==> config.mk <==
export PLATFORM = sky130hd
export DESIGN_NAME = hop_table_generator
export DESIGN_NICKNAME = d
export VERILOG_FILES = /design/src/rtl/core/htg_pkg.sv /design/src/rtl/core/htg_ram.sv /design/src/rtl/core/htg_draw.sv /design/src/rtl/core/hop_table_generator.sv
export SDC_FILE = /design/constraint.sdc
export NUM_CORES = 1
export LEC_CHECK = 0
export ABC_AREA = 1
export BUFFER_PORTS_ARGS = -buffer_cell sky130_fd_sc_hd__buf_4
export CORE_UTILIZATION = 40
export CTS_CLUSTER_SIZE = 16
export DETAILED_ROUTE_END_ITERATION = 7
export PLACE_DENSITY = 0.56
export SLEW_MARGIN = 0
export SYNTH_ARGS = -nofsm -noshare
export SYNTH_HDL_FRONTEND = slang
export SYNTH_SLANG_ARGS = --single-unit
==> constraint.sdc <==
create_clock -name aclk -period 5.9 [get_ports aclk]
set_clock_uncertainty 0.05 [all_clocks]
set_input_delay 1.18 -clock aclk [delete_from_list [all_inputs] [get_ports aclk]]
set_output_delay 1.18 -clock aclk [all_outputs]
set_load 0.01 [all_outputs]
==> src/rtl/core/htg_pkg.sv <==
package htg_pkg;

    localparam int ID_W   = 16;
    localparam int POS_W  = 6;
    localparam int CHAN_W = 7;
    localparam int BAND_W = 5;

    // Full generator constants; only the low 16 bits survive the mod 2^16.
    localparam logic [31:0] LCG_MUL = 32'h0019660D;
    localparam logic [31:0] LCG_ADD = 32'h3C6EF35F;

    localparam logic [7:0]        CHAN_SPAN  = 8'h4B;
    localparam logic [CHAN_W-1:0] MID_START  = 7'd27;
    localparam logic [CHAN_W-1:0] HIGH_START = 7'd53;
    localparam logic [BAND_W-1:0] EDGE_QUOTA = 5'd16;
    localparam logic [BAND_W-1:0] MID_QUOTA  = 5'd15;

    typedef enum logic [6:0] {
        ST_IDLE    = 7'b0000001,
        ST_DRAW    = 7'b0000010,
        ST_CHAN    = 7'b0000100,
        ST_SCAN    = 7'b0001000,
        ST_DECIDE  = 7'b0010000,
        ST_EMIT_RD = 7'b0100000,
        ST_EMIT_LD = 7'b1000000
    } state_t;

    typedef struct packed {
        logic            load;
        logic            step;
        logic [ID_W-1:0] seed;
    } draw_ctrl_t;

endpackage

==> src/rtl/core/htg_ram.sv <==
module htg_ram
    import htg_pkg::*;
#(
    parameter int DEPTH = 47,
    parameter int AW    = 6
) (
    input  logic              aclk,
    input  logic              wr_en,
    input  logic [AW-1:0]     wr_addr,
    input  logic [CHAN_W-1:0] wr_data,
    input  logic              rd_en,
    input  logic [AW-1:0]     rd_addr,
    output logic [CHAN_W-1:0] rd_data
);

    logic [CHAN_W-1:0] mem [DEPTH];
    logic [CHAN_W-1:0] rd_data_reg;

    always_ff @(posedge aclk) begin
        if (wr_en) begin
            mem[wr_addr] <= wr_data;
        end
    end

    always_ff @(posedge aclk) begin
        if (rd_en) begin
            rd_data_reg <= mem[rd_addr];
        end
    end

    assign rd_data = rd_data_reg;

endmodule

==> src/rtl/core/htg_draw.sv <==
module htg_draw
    import htg_pkg::*;
(
    input  logic              aclk,
    input  logic              aresetn,
    input  draw_ctrl_t        ctrl,
    output logic [CHAN_W-1:0] chan
);

    logic [ID_W-1:0]   lcg_reg;
    logic [ID_W-1:0]   lcg_next;
    logic [ID_W-1:0]   prod;
    logic [7:0]        hi;
    logic [7:0]        rem;

    // low half of the product is all that matters mod 2^16
    assign prod = lcg_reg * LCG_MUL[ID_W-1:0];

    always_comb begin
        lcg_next = lcg_reg;
        if (ctrl.load) begin
            lcg_next = ~ctrl.seed;
        end else if (ctrl.step) begin
            lcg_next = prod + LCG_ADD[ID_W-1:0];
        end
    end

    always_ff @(posedge aclk) begin
        if (!aresetn) begin
            lcg_reg <= '0;
        end else begin
            lcg_reg <= lcg_next;
        end
    end

    // (state >> 8) mod 75: at most three spans fit in 8 bits
    assign hi = lcg_reg[ID_W-1:8];

    always_comb begin
        if (hi >= 8'(3 * CHAN_SPAN)) begin
            rem = hi - 8'(3 * CHAN_SPAN);
        end else if (hi >= 8'(2 * CHAN_SPAN)) begin
            rem = hi - 8'(2 * CHAN_SPAN);
        end else if (hi >= CHAN_SPAN) begin
            rem = hi - CHAN_SPAN;
        end else begin
            rem = hi;
        end
    end

    assign chan = rem[CHAN_W-1:0] + 7'd1;

endmodule

==> src/rtl/core/hop_table_generator.sv <==
// Hop list generator. Each accepted word on s_ carries a transmitter id; the
// block answers on m_ with the hop list for that id: one word per entry
// (position 0..HOP_COUNT-1, channel 1..75), then a closing word with channel 0
// and last set (position HOP_COUNT on success; on hitting MAX_ATTEMPTS draws,
// position = entries found and failed set, after only those entries).
// Channels come from a 16-bit LCG seeded with ~id, mapped to ((s>>8)%75)+1,
// and are rejected if already listed, closer than MIN_SPACING to the previous
// entry, or if their band quota (1-26:16, 27-52:15, 53-75:16) is full.
// Timing: one id at a time. A draw passes through draw, channel map, one
// hop-table memory read per listed entry and decide; a draw with an empty
// list skips the reads. Output passes each word through a read state and a
// load state, bound by the single memory read port, and waits out any m_ready
// stall. s_ready rises when the closing word is loaded into the output
// register, so a new id can start while that word still waits.
module hop_table_generator
    import htg_pkg::*;
#(
    parameter int HOP_COUNT    = 47,
    parameter int MIN_SPACING  = 5,
    parameter int MAX_ATTEMPTS = 65536
) (
    input  logic              aclk,
    input  logic              aresetn,
    input  logic              s_valid,
    output logic              s_ready,
    input  logic [ID_W-1:0]   s_transmitter_id,
    output logic              m_valid,
    input  logic              m_ready,
    output logic [POS_W-1:0]  m_position,
    output logic [CHAN_W-1:0] m_channel,
    output logic              m_last,
    output logic              m_failed
);

    localparam int AW    = (HOP_COUNT > 1) ? $clog2(HOP_COUNT) : 1;
    localparam int ATT_W = $clog2(MAX_ATTEMPTS + 1);

    state_t state_reg, state_next;

    logic [POS_W-1:0]  filled_reg, filled_next;
    logic [POS_W-1:0]  idx_reg, idx_next;       // scan index, then output index
    logic [BAND_W-1:0] low_reg, low_next;
    logic [BAND_W-1:0] mid_reg, mid_next;
    logic [BAND_W-1:0] high_reg, high_next;
    logic [ATT_W-1:0]  att_reg, att_next;
    logic              fail_reg, fail_next;
    logic [CHAN_W-1:0] ch_reg, ch_next;
    logic [CHAN_W-1:0] prev_reg, prev_next;

    logic              m_valid_reg, m_valid_next;
    logic [POS_W-1:0]  m_pos_reg, m_pos_next;
    logic [CHAN_W-1:0] m_chan_reg, m_chan_next;
    logic              m_last_reg, m_last_next;
    logic              m_fail_reg, m_fail_next;

    draw_ctrl_t        draw_ctrl;
    logic [CHAN_W-1:0] draw_chan;

    logic              wr_en;
    logic              rd_en;
    logic [POS_W-1:0]  rd_addr;
    logic [CHAN_W-1:0] rd_data;

    logic              s_fire;
    logic              out_free;
    logic [CHAN_W-1:0] diff;
    logic              too_close;

    htg_draw u_draw (
        .aclk    (aclk),
        .aresetn (aresetn),
        .ctrl    (draw_ctrl),
        .chan    (draw_chan)
    );

    htg_ram #(
        .DEPTH (HOP_COUNT),
        .AW    (AW)
    ) u_ram (
        .aclk    (aclk),
        .wr_en   (wr_en),
        .wr_addr (filled_reg[AW-1:0]),
        .wr_data (ch_reg),
        .rd_en   (rd_en),
        .rd_addr (rd_addr[AW-1:0]),
        .rd_data (rd_data)
    );

    assign s_ready  = state_reg == ST_IDLE;
    assign s_fire   = s_valid && s_ready;
    assign out_free = !m_valid_reg || m_ready;

    assign diff      = (ch_reg > prev_reg) ? (ch_reg - prev_reg) : (prev_reg - ch_reg);
    assign too_close = (filled_reg != '0) && (diff < CHAN_W'(MIN_SPACING));

    always_comb begin
        state_next   = state_reg;
        filled_next  = filled_reg;
        idx_next     = idx_reg;
        low_next     = low_reg;
        mid_next     = mid_reg;
        high_next    = high_reg;
        att_next     = att_reg;
        fail_next    = fail_reg;
        ch_next      = ch_reg;
        prev_next    = prev_reg;
        m_valid_next = m_valid_reg && !m_ready;
        m_pos_next   = m_pos_reg;
        m_chan_next  = m_chan_reg;
        m_last_next  = m_last_reg;
        m_fail_next  = m_fail_reg;
        draw_ctrl    = '{load: 1'b0, step: 1'b0, seed: s_transmitter_id};
        wr_en        = 1'b0;
        rd_en        = 1'b0;
        rd_addr      = idx_reg;

        unique case (state_reg)
            ST_IDLE: begin
                if (s_fire) begin
                    draw_ctrl.load = 1'b1;
                    filled_next    = '0;
                    low_next       = '0;
                    mid_next       = '0;
                    high_next      = '0;
                    att_next       = '0;
                    fail_next      = 1'b0;
                    state_next     = ST_DRAW;
                end
            end
            ST_DRAW: begin
                if (filled_reg == POS_W'(HOP_COUNT)) begin
                    idx_next   = '0;
                    state_next = ST_EMIT_RD;
                end else if (att_reg >= ATT_W'(MAX_ATTEMPTS)) begin
                    fail_next  = 1'b1;
                    idx_next   = '0;
                    state_next = ST_EMIT_RD;
                end else begin
                    att_next       = att_reg + 1'b1;
                    draw_ctrl.step = 1'b1;
                    state_next     = ST_CHAN;
                end
            end
            ST_CHAN: begin
                ch_next = draw_chan;
                if (filled_reg == '0) begin
                    state_next = ST_DECIDE;
                end else begin
                    rd_en      = 1'b1;
                    rd_addr    = '0;
                    idx_next   = '0;
                    state_next = ST_SCAN;
                end
            end
            ST_SCAN: begin
                // rd_data holds entry idx_reg
                if (rd_data == ch_reg) begin
                    state_next = ST_DRAW;
                end else if (idx_reg == filled_reg - 1'b1) begin
                    state_next = ST_DECIDE;
                end else begin
                    rd_en    = 1'b1;
                    rd_addr  = idx_reg + 1'b1;
                    idx_next = idx_reg + 1'b1;
                end
            end
            ST_DECIDE: begin
                state_next = ST_DRAW;
                if (!too_close) begin
                    if (ch_reg < MID_START) begin
                        if (low_reg < EDGE_QUOTA) begin
                            low_next = low_reg + 1'b1;
                            wr_en    = 1'b1;
                        end
                    end else if (ch_reg < HIGH_START) begin
                        if (mid_reg < MID_QUOTA) begin
                            mid_next = mid_reg + 1'b1;
                            wr_en    = 1'b1;
                        end
                    end else begin
                        if (high_reg < EDGE_QUOTA) begin
                            high_next = high_reg + 1'b1;
                            wr_en     = 1'b1;
                        end
                    end
                end
                if (wr_en) begin
                    filled_next = filled_reg + 1'b1;
                    prev_next   = ch_reg;
                end
            end
            ST_EMIT_RD: begin
                if (idx_reg < filled_reg) begin
                    rd_en = 1'b1;
                end
                state_next = ST_EMIT_LD;
            end
            ST_EMIT_LD: begin
                if (out_free) begin
                    m_valid_next = 1'b1;
                    if (idx_reg < filled_reg) begin
                        m_pos_next  = idx_reg;
                        m_chan_next = rd_data;
                        m_last_next = 1'b0;
                        m_fail_next = 1'b0;
                        idx_next    = idx_reg + 1'b1;
                        state_next  = ST_EMIT_RD;
                    end else begin
                        // closing word: bind slot or failure marker
                        m_pos_next  = filled_reg;
                        m_chan_next = '0;
                        m_last_next = 1'b1;
                        m_fail_next = fail_reg;
                        state_next  = ST_IDLE;
                    end
                end
            end
            default: begin
                state_next = ST_IDLE;
            end
        endcase
    end

    always_ff @(posedge aclk) begin
        if (!aresetn) begin
            state_reg   <= ST_IDLE;
            filled_reg  <= '0;
            idx_reg     <= '0;
            low_reg     <= '0;
            mid_reg     <= '0;
            high_reg    <= '0;
            att_reg     <= '0;
            fail_reg    <= 1'b0;
            m_valid_reg <= 1'b0;
        end else begin
            state_reg   <= state_next;
            filled_reg  <= filled_next;
            idx_reg     <= idx_next;
            low_reg     <= low_next;
            mid_reg     <= mid_next;
            high_reg    <= high_next;
            att_reg     <= att_next;
            fail_reg    <= fail_next;
            m_valid_reg <= m_valid_next;
        end
    end

    always_ff @(posedge aclk) begin
        ch_reg     <= ch_next;
        prev_reg   <= prev_next;
        m_pos_reg  <= m_pos_next;
        m_chan_reg <= m_chan_next;
        m_last_reg <= m_last_next;
        m_fail_reg <= m_fail_next;
    end

    assign m_valid    = m_valid_reg;
    assign m_position = m_pos_reg;
    assign m_channel  = m_chan_reg;
    assign m_last     = m_last_reg;
    assign m_failed   = m_fail_reg;

endmodule

==> results of run 1 <==
worst max path at each step:
stage / from / endpoint / slack (ps) / depth (start not counted)
6_report: u_draw.lcg_reg[3] / u_draw.lcg_reg[14] / 1100 / 21
5_1_grt: u_draw.lcg_reg[0] / u_draw.lcg_reg[15] / 820 / 14
3_5_place_dp: u_draw.lcg_reg[3] / u_draw.lcg_reg[14] / 1170 / 21
3_3_place_gp: u_draw.lcg_reg[3] / u_draw.lcg_reg[14] / 1190 / 21
4_1_cts: u_draw.lcg_reg[3] / u_draw.lcg_reg[14] / 1110 / 21
2_1_floorplan: u_draw.lcg_reg[0] / u_draw.lcg_reg[15] / 1570 / 14
power by group:
| part | switching, mW | internal [mW] | total [mW] |
|---|---|---|---|
| Clock | 1.29 | 1.70 | 2.99 |
| Combinational | 1.85 | 1.25 | 3.10 |
| Sequential | 0.0981 | 3.34 | 3.44 |
critical path, stage by stage, from the launching register on:
cell and delay (ps):
dfxtp_1 550, ha_1 310, ha_1 210, fa_1 490, inv_1 70, fa_1 500
inv_1 60, fa_1 490, ha_1 370, a21oi_1 190, o21ai_0 100, a21oi_1 210
o21ai_0 150, nand2_1 80, inv_1 40, o21ai_0 230, nand2_1 110, xor2_1 160
nand2_1 50, o21ai_0 100, nand2_1 80, a21oi_1 60
per-layer routing:
| layer | global-route usage | wire length, µm | share of wire |
|---|---|---|---|
| met1 | 0.278 | 26800 | 0.45 |
| met2 | 0.337 | 27900 | 0.47 |
| met3 | 0.0321 | 3270 | 0.055 |
| met4 | 0.0549 | 1410 | 0.024 |
| met5 | 0 | 0 | 0 |
logic make-up (layout without fill, tap and decap cells):
logic type	after synthesis	in the layout
XOR/XNOR	60	60
flip-flops	434	434
AND/OR/NAND/NOR	1032	1032
AO/OA/AOI/OAI	264	264
adder cells (fa/ha/maj)	131	131
buffers and inverters	467	510
placed cells by master (no fill, tap or decap), types with 3 or more instances in the layout:
master	n
o21bai_1	5
ha_1	99
or2_2	3
clkbuf_16	50
clkbuf_1	10
nand4_1	18
nor4_1	6
xor2_1	41
nand3b_1	72
nand2_1	396
nor2_1	153
clkinv_1	11
a31oi_1	4
xnor2_1	19
clkinv_2	6
o211ai_1	26
nand2_2	8
o21ai_1	11
buf_4	57
a211oi_1	12
nand3_2	3
nand3_1	338
nor2_2	7
nor3_1	13
nor2_4	5
edfxtp_1	365
fa_1	32
a21boi_0	3
a221oi_1	3
bufinv_16	3
dfxtp_1	69
a21oi_1	98
inv_1	351
inv_2	11
o21ai_0	88
final cells by class:
| cell class | count | area [µm²] |
|---|---|---|
| Fill cell | 5396 | 31200 |
| Multi-Input combinational cell | 1487 | 8720 |
| Inverter | 365 | 1370 |
| Tap cell | 756 | 946 |
| Clock inverter | 26 | 275 |
| Timing Repair Buffer | 59 | 468 |
| Sequential cell | 434 | 12300 |
| Clock buffer | 60 | 1290 |
==> reports/metrics.csv, run 1 <==
metric;value;unit
synth_mux_area_frac;0;
syn_area;23000;µm²
dpl.cell_count;3101;
core_area;56600;µm²
first_global_vias;16500;
rows;87;
cts_tree;built;
clockBufferDepth;3;
numPortBuffers;36;
final-setup-viol-count;0;
hold_depth;2;
routed_via_density;5.21;
htree_levels;2;
yosysTopAreaCell;edfxtp_1;
synth_compound_area_frac;0.0650;
synth_top_flop_cell;edfxtp_1;
yosys_warnings;0;
reg2reg_from;u_draw.lcg_reg[3];
grt_util_all_layers;0.204;
synth_edf_count;365;
r2r_slack;1100;ps
cts.reportedPaths.clkPinSlew;60;ps
yosysMostFrequentCell;nand2_1;
whs_endpoint;fail_reg;
worstPathRequired;6310;ps
clock-sinks;434;
yosysSeqAreaShare;0.537;
place.gp.congestion;0.903;
synthTopCellsByCount;396 x nand2_1, 365 x edfxtp_1, 351 x inv_1;
end_kind;register;
finalMaxSlewViolations;0;
cts_hold_buf;0;
io_pins;37;
layout_setup_ws;1100;ps
avgRoutedWirePerCell;18.6;µm
drive_above_1_share;0.0708;
drt_pass1_iterations;7;
cts_buffers;50;
grt_pass1_wl;94.0;mm
syn_to_final_growth;10.5;%
synth_simple_gate_area_frac;0.208;
worstMarginPinSlew;998;ps
post_cts_buffers;0;
min-delay-start;fail_reg;
floorplan.initialDensity;0.406;
diodes;0;
hold_class;reg -> reg;
cp-start-kind;register;
syn_nets;2539;
avgSynthCellArea;9.63;µm²
max_slew_margin;0.335;
hpwlAfterDp;38.0;mm
rsz0062_at_grt;no;
drc;0;
fin_crit_sh;0.814;
synth_area_leaders;edfxtp_1 48%, nand3_1 7.4%, nand2_1 6.5%;
fin_area;25400;µm²
dr_total_vias;16600;
routed_wl;59.4;mm
drt-initial-drc-count;1286;
postSynthCellCount;2388;
largest_reg_flops;329;
synth.ff_latch_count;434;
root_buffer;clkbuf_16;
crit_type;reg -> reg;
p_leak;10.2;nW
hold_slack;403;ps
fin_crit;4800;ps
yosys.area.top_type_share;0.477;
final_util;0.449;
grt_antenna_before_repair;0;
final_antenna_net_count;0;
cp_max_fo;6;
r2r-end;u_draw.lcg_reg[14];
power.total;9.53;mW
synthXorXnorAreaFrac;0.0229;
synthArstFlopShare;0;
finalNetCount;2548;
die_h;242;µm
critPathArrivalTime;5210;ps
gr-total-overflow;0;
outcome;finished clean;
dpl_cell_area;23800;µm²
hold_violations;0;
fmax;0.208;GHz
pwr_density_cell;375;nW/µm²
fp.dieArea;58500;µm²
die_w;242;µm
setup_tns;0;ps
cts_resized;0;
worstSkewPairLatency;630;ps
synth.distinct_cells;53;
pre_cts_ws;1170;ps
ir_drop;407;µV
synth_top_family_by_area;simple AND/OR/NAND/NOR gates;
ff2ff_path_depth;21;
stdcell_count;3187;
drv_cap;0;
synth_adder_area_share;0.0817;
grt_max_degree;154;
Power figures use the tool's default switching activity.
==> run 2, diff against run 1 <==
--- a/config.mk
+++ b/config.mk
@@ -10,7 +10,7 @@
 export CORE_UTILIZATION = 40
 export CTS_CLUSTER_SIZE = 16
 export DETAILED_ROUTE_END_ITERATION = 7
-export PLACE_DENSITY = 0.56
+export PLACE_DENSITY = 0.58
 export SLEW_MARGIN = 0
 export SYNTH_ARGS = -nofsm -noshare
 export SYNTH_HDL_FRONTEND = slang
==> constraint.sdc (replaced) <==
create_clock -name aclk -period 4.1 [get_ports aclk]
set_clock_uncertainty 0.05 [all_clocks]
set_input_delay 0.82 -clock aclk [delete_from_list [all_inputs] [get_ports aclk]]
set_output_delay 0.82 -clock aclk [all_outputs]
set_load 0.01 [all_outputs]
==> reports/metrics.csv, run 2 (synthesized netlist as in run 1, its figures left out) <==
metric;value;unit;change
outcome;finished clean;;
numPortBuffers;36;;unchanged
floorplan.initialDensity;0.406;;unchanged
max_slew_margin;0.410;;+0.0748
rows;87;;unchanged
pwr_density_cell;559;nW/µm²;+49%
ir_drop;643;µV;+58%
first_global_vias;16400;;-0.76%
mostFrequentLayoutCells;395 x nand2_1, 365 x edfxtp_1, 347 x inv_1, 338 x nand3_1, 127 x nor2_1;;
place.gp.congestion;0.855;;-5.3%
hold_class;reg -> reg;;
worstSkewPairLatency;600;ps;-30 ps
cp-start-kind;register;;
htree_levels;2;;unchanged
fmax;0.245;GHz;+18%
grt_pass1_wl;92.2;mm;-1.9%
dr_total_vias;16900;;+1.8%
routed_wl;58.5;mm;-1.4%
end_kind;register;;
drt-initial-drc-count;1413;;+9.9%
final_antenna_net_count;0;;unchanged
min-delay-start;fail_reg;;
finalNetCount;2621;;+2.9%
power.total;14.7;mW;+55%
syn_to_final_growth;14.7;%;
grt_antenna_before_repair;0;;unchanged
hold_slack;426;ps;+22.9 ps
avgRoutedWirePerCell;17.9;µm;-3.8%
largest_reg_flops;329;;unchanged
drive_above_1_share;0.122;;+0.0512
cts.reportedPaths.clkPinSlew;60;ps;about the same
grt_max_degree;106;;-31%
drt_pass1_iterations;5;;-2
io_pins;37;;unchanged
fp.dieArea;58500;µm²;unchanged
rsz0062_at_grt;yes;;
core_area;56600;µm²;unchanged
clock-sinks;434;;unchanged
die_h;242;µm;unchanged
final_util;0.466;;+0.0170
fin_crit;4090;ps;-716 ps
final_common_cell;nand2_1;;
finalMaxSlewViolations;0;;unchanged
hpwlAfterDp;38.9;mm;+2.4%
routed_via_density;5.18;;-0.58%
startpoint;u_draw.lcg_reg[5];;
wl_met3;3.22;mm;-1.5%
cts_tree;built;;
cts_buffers;49;;-2.0%
drv_cap;0;;unchanged
hold_violations;0;;unchanged
met1Wirelength;26.4;mm;-1.3%
diodes;0;;unchanged
worstMarginPinSlew;883;ps;-115 ps
crit_type;reg -> reg;;
dr_wl_met2;27.7;mm;-0.78%
root_buffer;clkbuf_16;;
fillCellCount;5395;;-0.019%
p_leak;10.5;nW;+3.9%
final-setup-viol-count;0;;unchanged
cp_max_fo;4;;-2
critPathArrivalTime;4560;ps;-650 ps
fin_crit_sh;0.997;;+0.183
drc;0;;unchanged
clockBufferDepth;3;;unchanged
gr-total-overflow;0;;unchanged
reg2reg_from;u_draw.lcg_reg[5];;
highest_layer;met4;;
worstPathRequired;4570;ps;-1740 ps
grt_util_all_layers;0.200;;-0.00422
die_w;242;µm;unchanged
-- run 2: cell types whose count changed in the layout (fill, tap and decap cells not counted), sizes merged --
cell    change
buf        +74
inv         +1
bufinv      +1
clkinv      -1
clkbuf      +3
-- run 2: area by class of cell --
| cell class | instances | area [µm²] | share of cell area |
|---|---|---|---|
| well taps | 756 | 946 | 0.0359 |
| repair buffers | 133 | 1080 | 0.0408 |
| flip-flops and latches | 434 | 12400 | 0.468 |
| clock buffers | 63 | 1290 | 0.0489 |
| multi-input cells | 1487 | 9050 | 0.343 |
| clock inverters | 27 | 285 | 0.0108 |
| inverters | 365 | 1380 | 0.0521 |
-- run 2: stage by stage --
| stage | setup TNS [ps] | cells | setup slack (ps) | cell area (µm²) |
|---|---|---|---|---|
| finish | 0 | 3265 | 13.7 | 26400 |
| global route | -11470 | 3265 | -187 | 26400 |
| floorplan | 0 | 2388 | 4.60 | 23000 |
| CTS | -11.5 | 3263 | -11.5 | 26200 |
| detailed placement | -615 | 3172 | -305 | 24500 |
| global placement | -473 | 3172 | -291 | 24500 |
-- run 2: report_power, final --
group,internal (mW),switching [mW]
Combinational,2.56,2.98
Sequential,4.81,0.0663
Clock,2.49,1.83
Total,9.86,4.88
-- run 2: layer usage --
metal,track usage,vias up
li1,-,8214
met1,0.275,8167
met2,0.330,456
met3,0.0254,81
met4,0.0544,0
met5,0,-
-- run 2: worst max-delay path, stage by stage (launching register included) --
cell and delay, ps:
dfxtp_4 390, ha_4 210, ha_4 160, fa_1 550, inv_2 50, fa_1 500, inv_1 50, fa_1 480
ha_4 310, buf_4 110, nand2_1 50, nor2_1 110, a21oi_2 90, o21ai_2 150, nand2_1 70, inv_1 70
o21ai_1 70, nand2_1 80, xor2_1 140, nand2_1 60, o21ai_1 80, nand2_1 70, a21oi_1 140
-- run 2: path summary, 6_finish.rpt --
kind / endpoint / slack, ps / cells past startpoint
worst max register to register: u_draw.lcg_reg[14] / 10 / 22
worst max-delay path: u_draw.lcg_reg[14] / 10 / 22
worst min-delay path: fail_reg / 430 / 2
worst min register to register: fail_reg / 430 / 2
-- run 2: repair_timing --
action                                  CTS  global route
resized for setup                        26            48
hold endpoints to repair                  0             0
cloned                                    0             0
setup buffers                             1             2
endpoints found under the setup margin    3           277
hold buffers                              0             0
pin swaps                                22            13
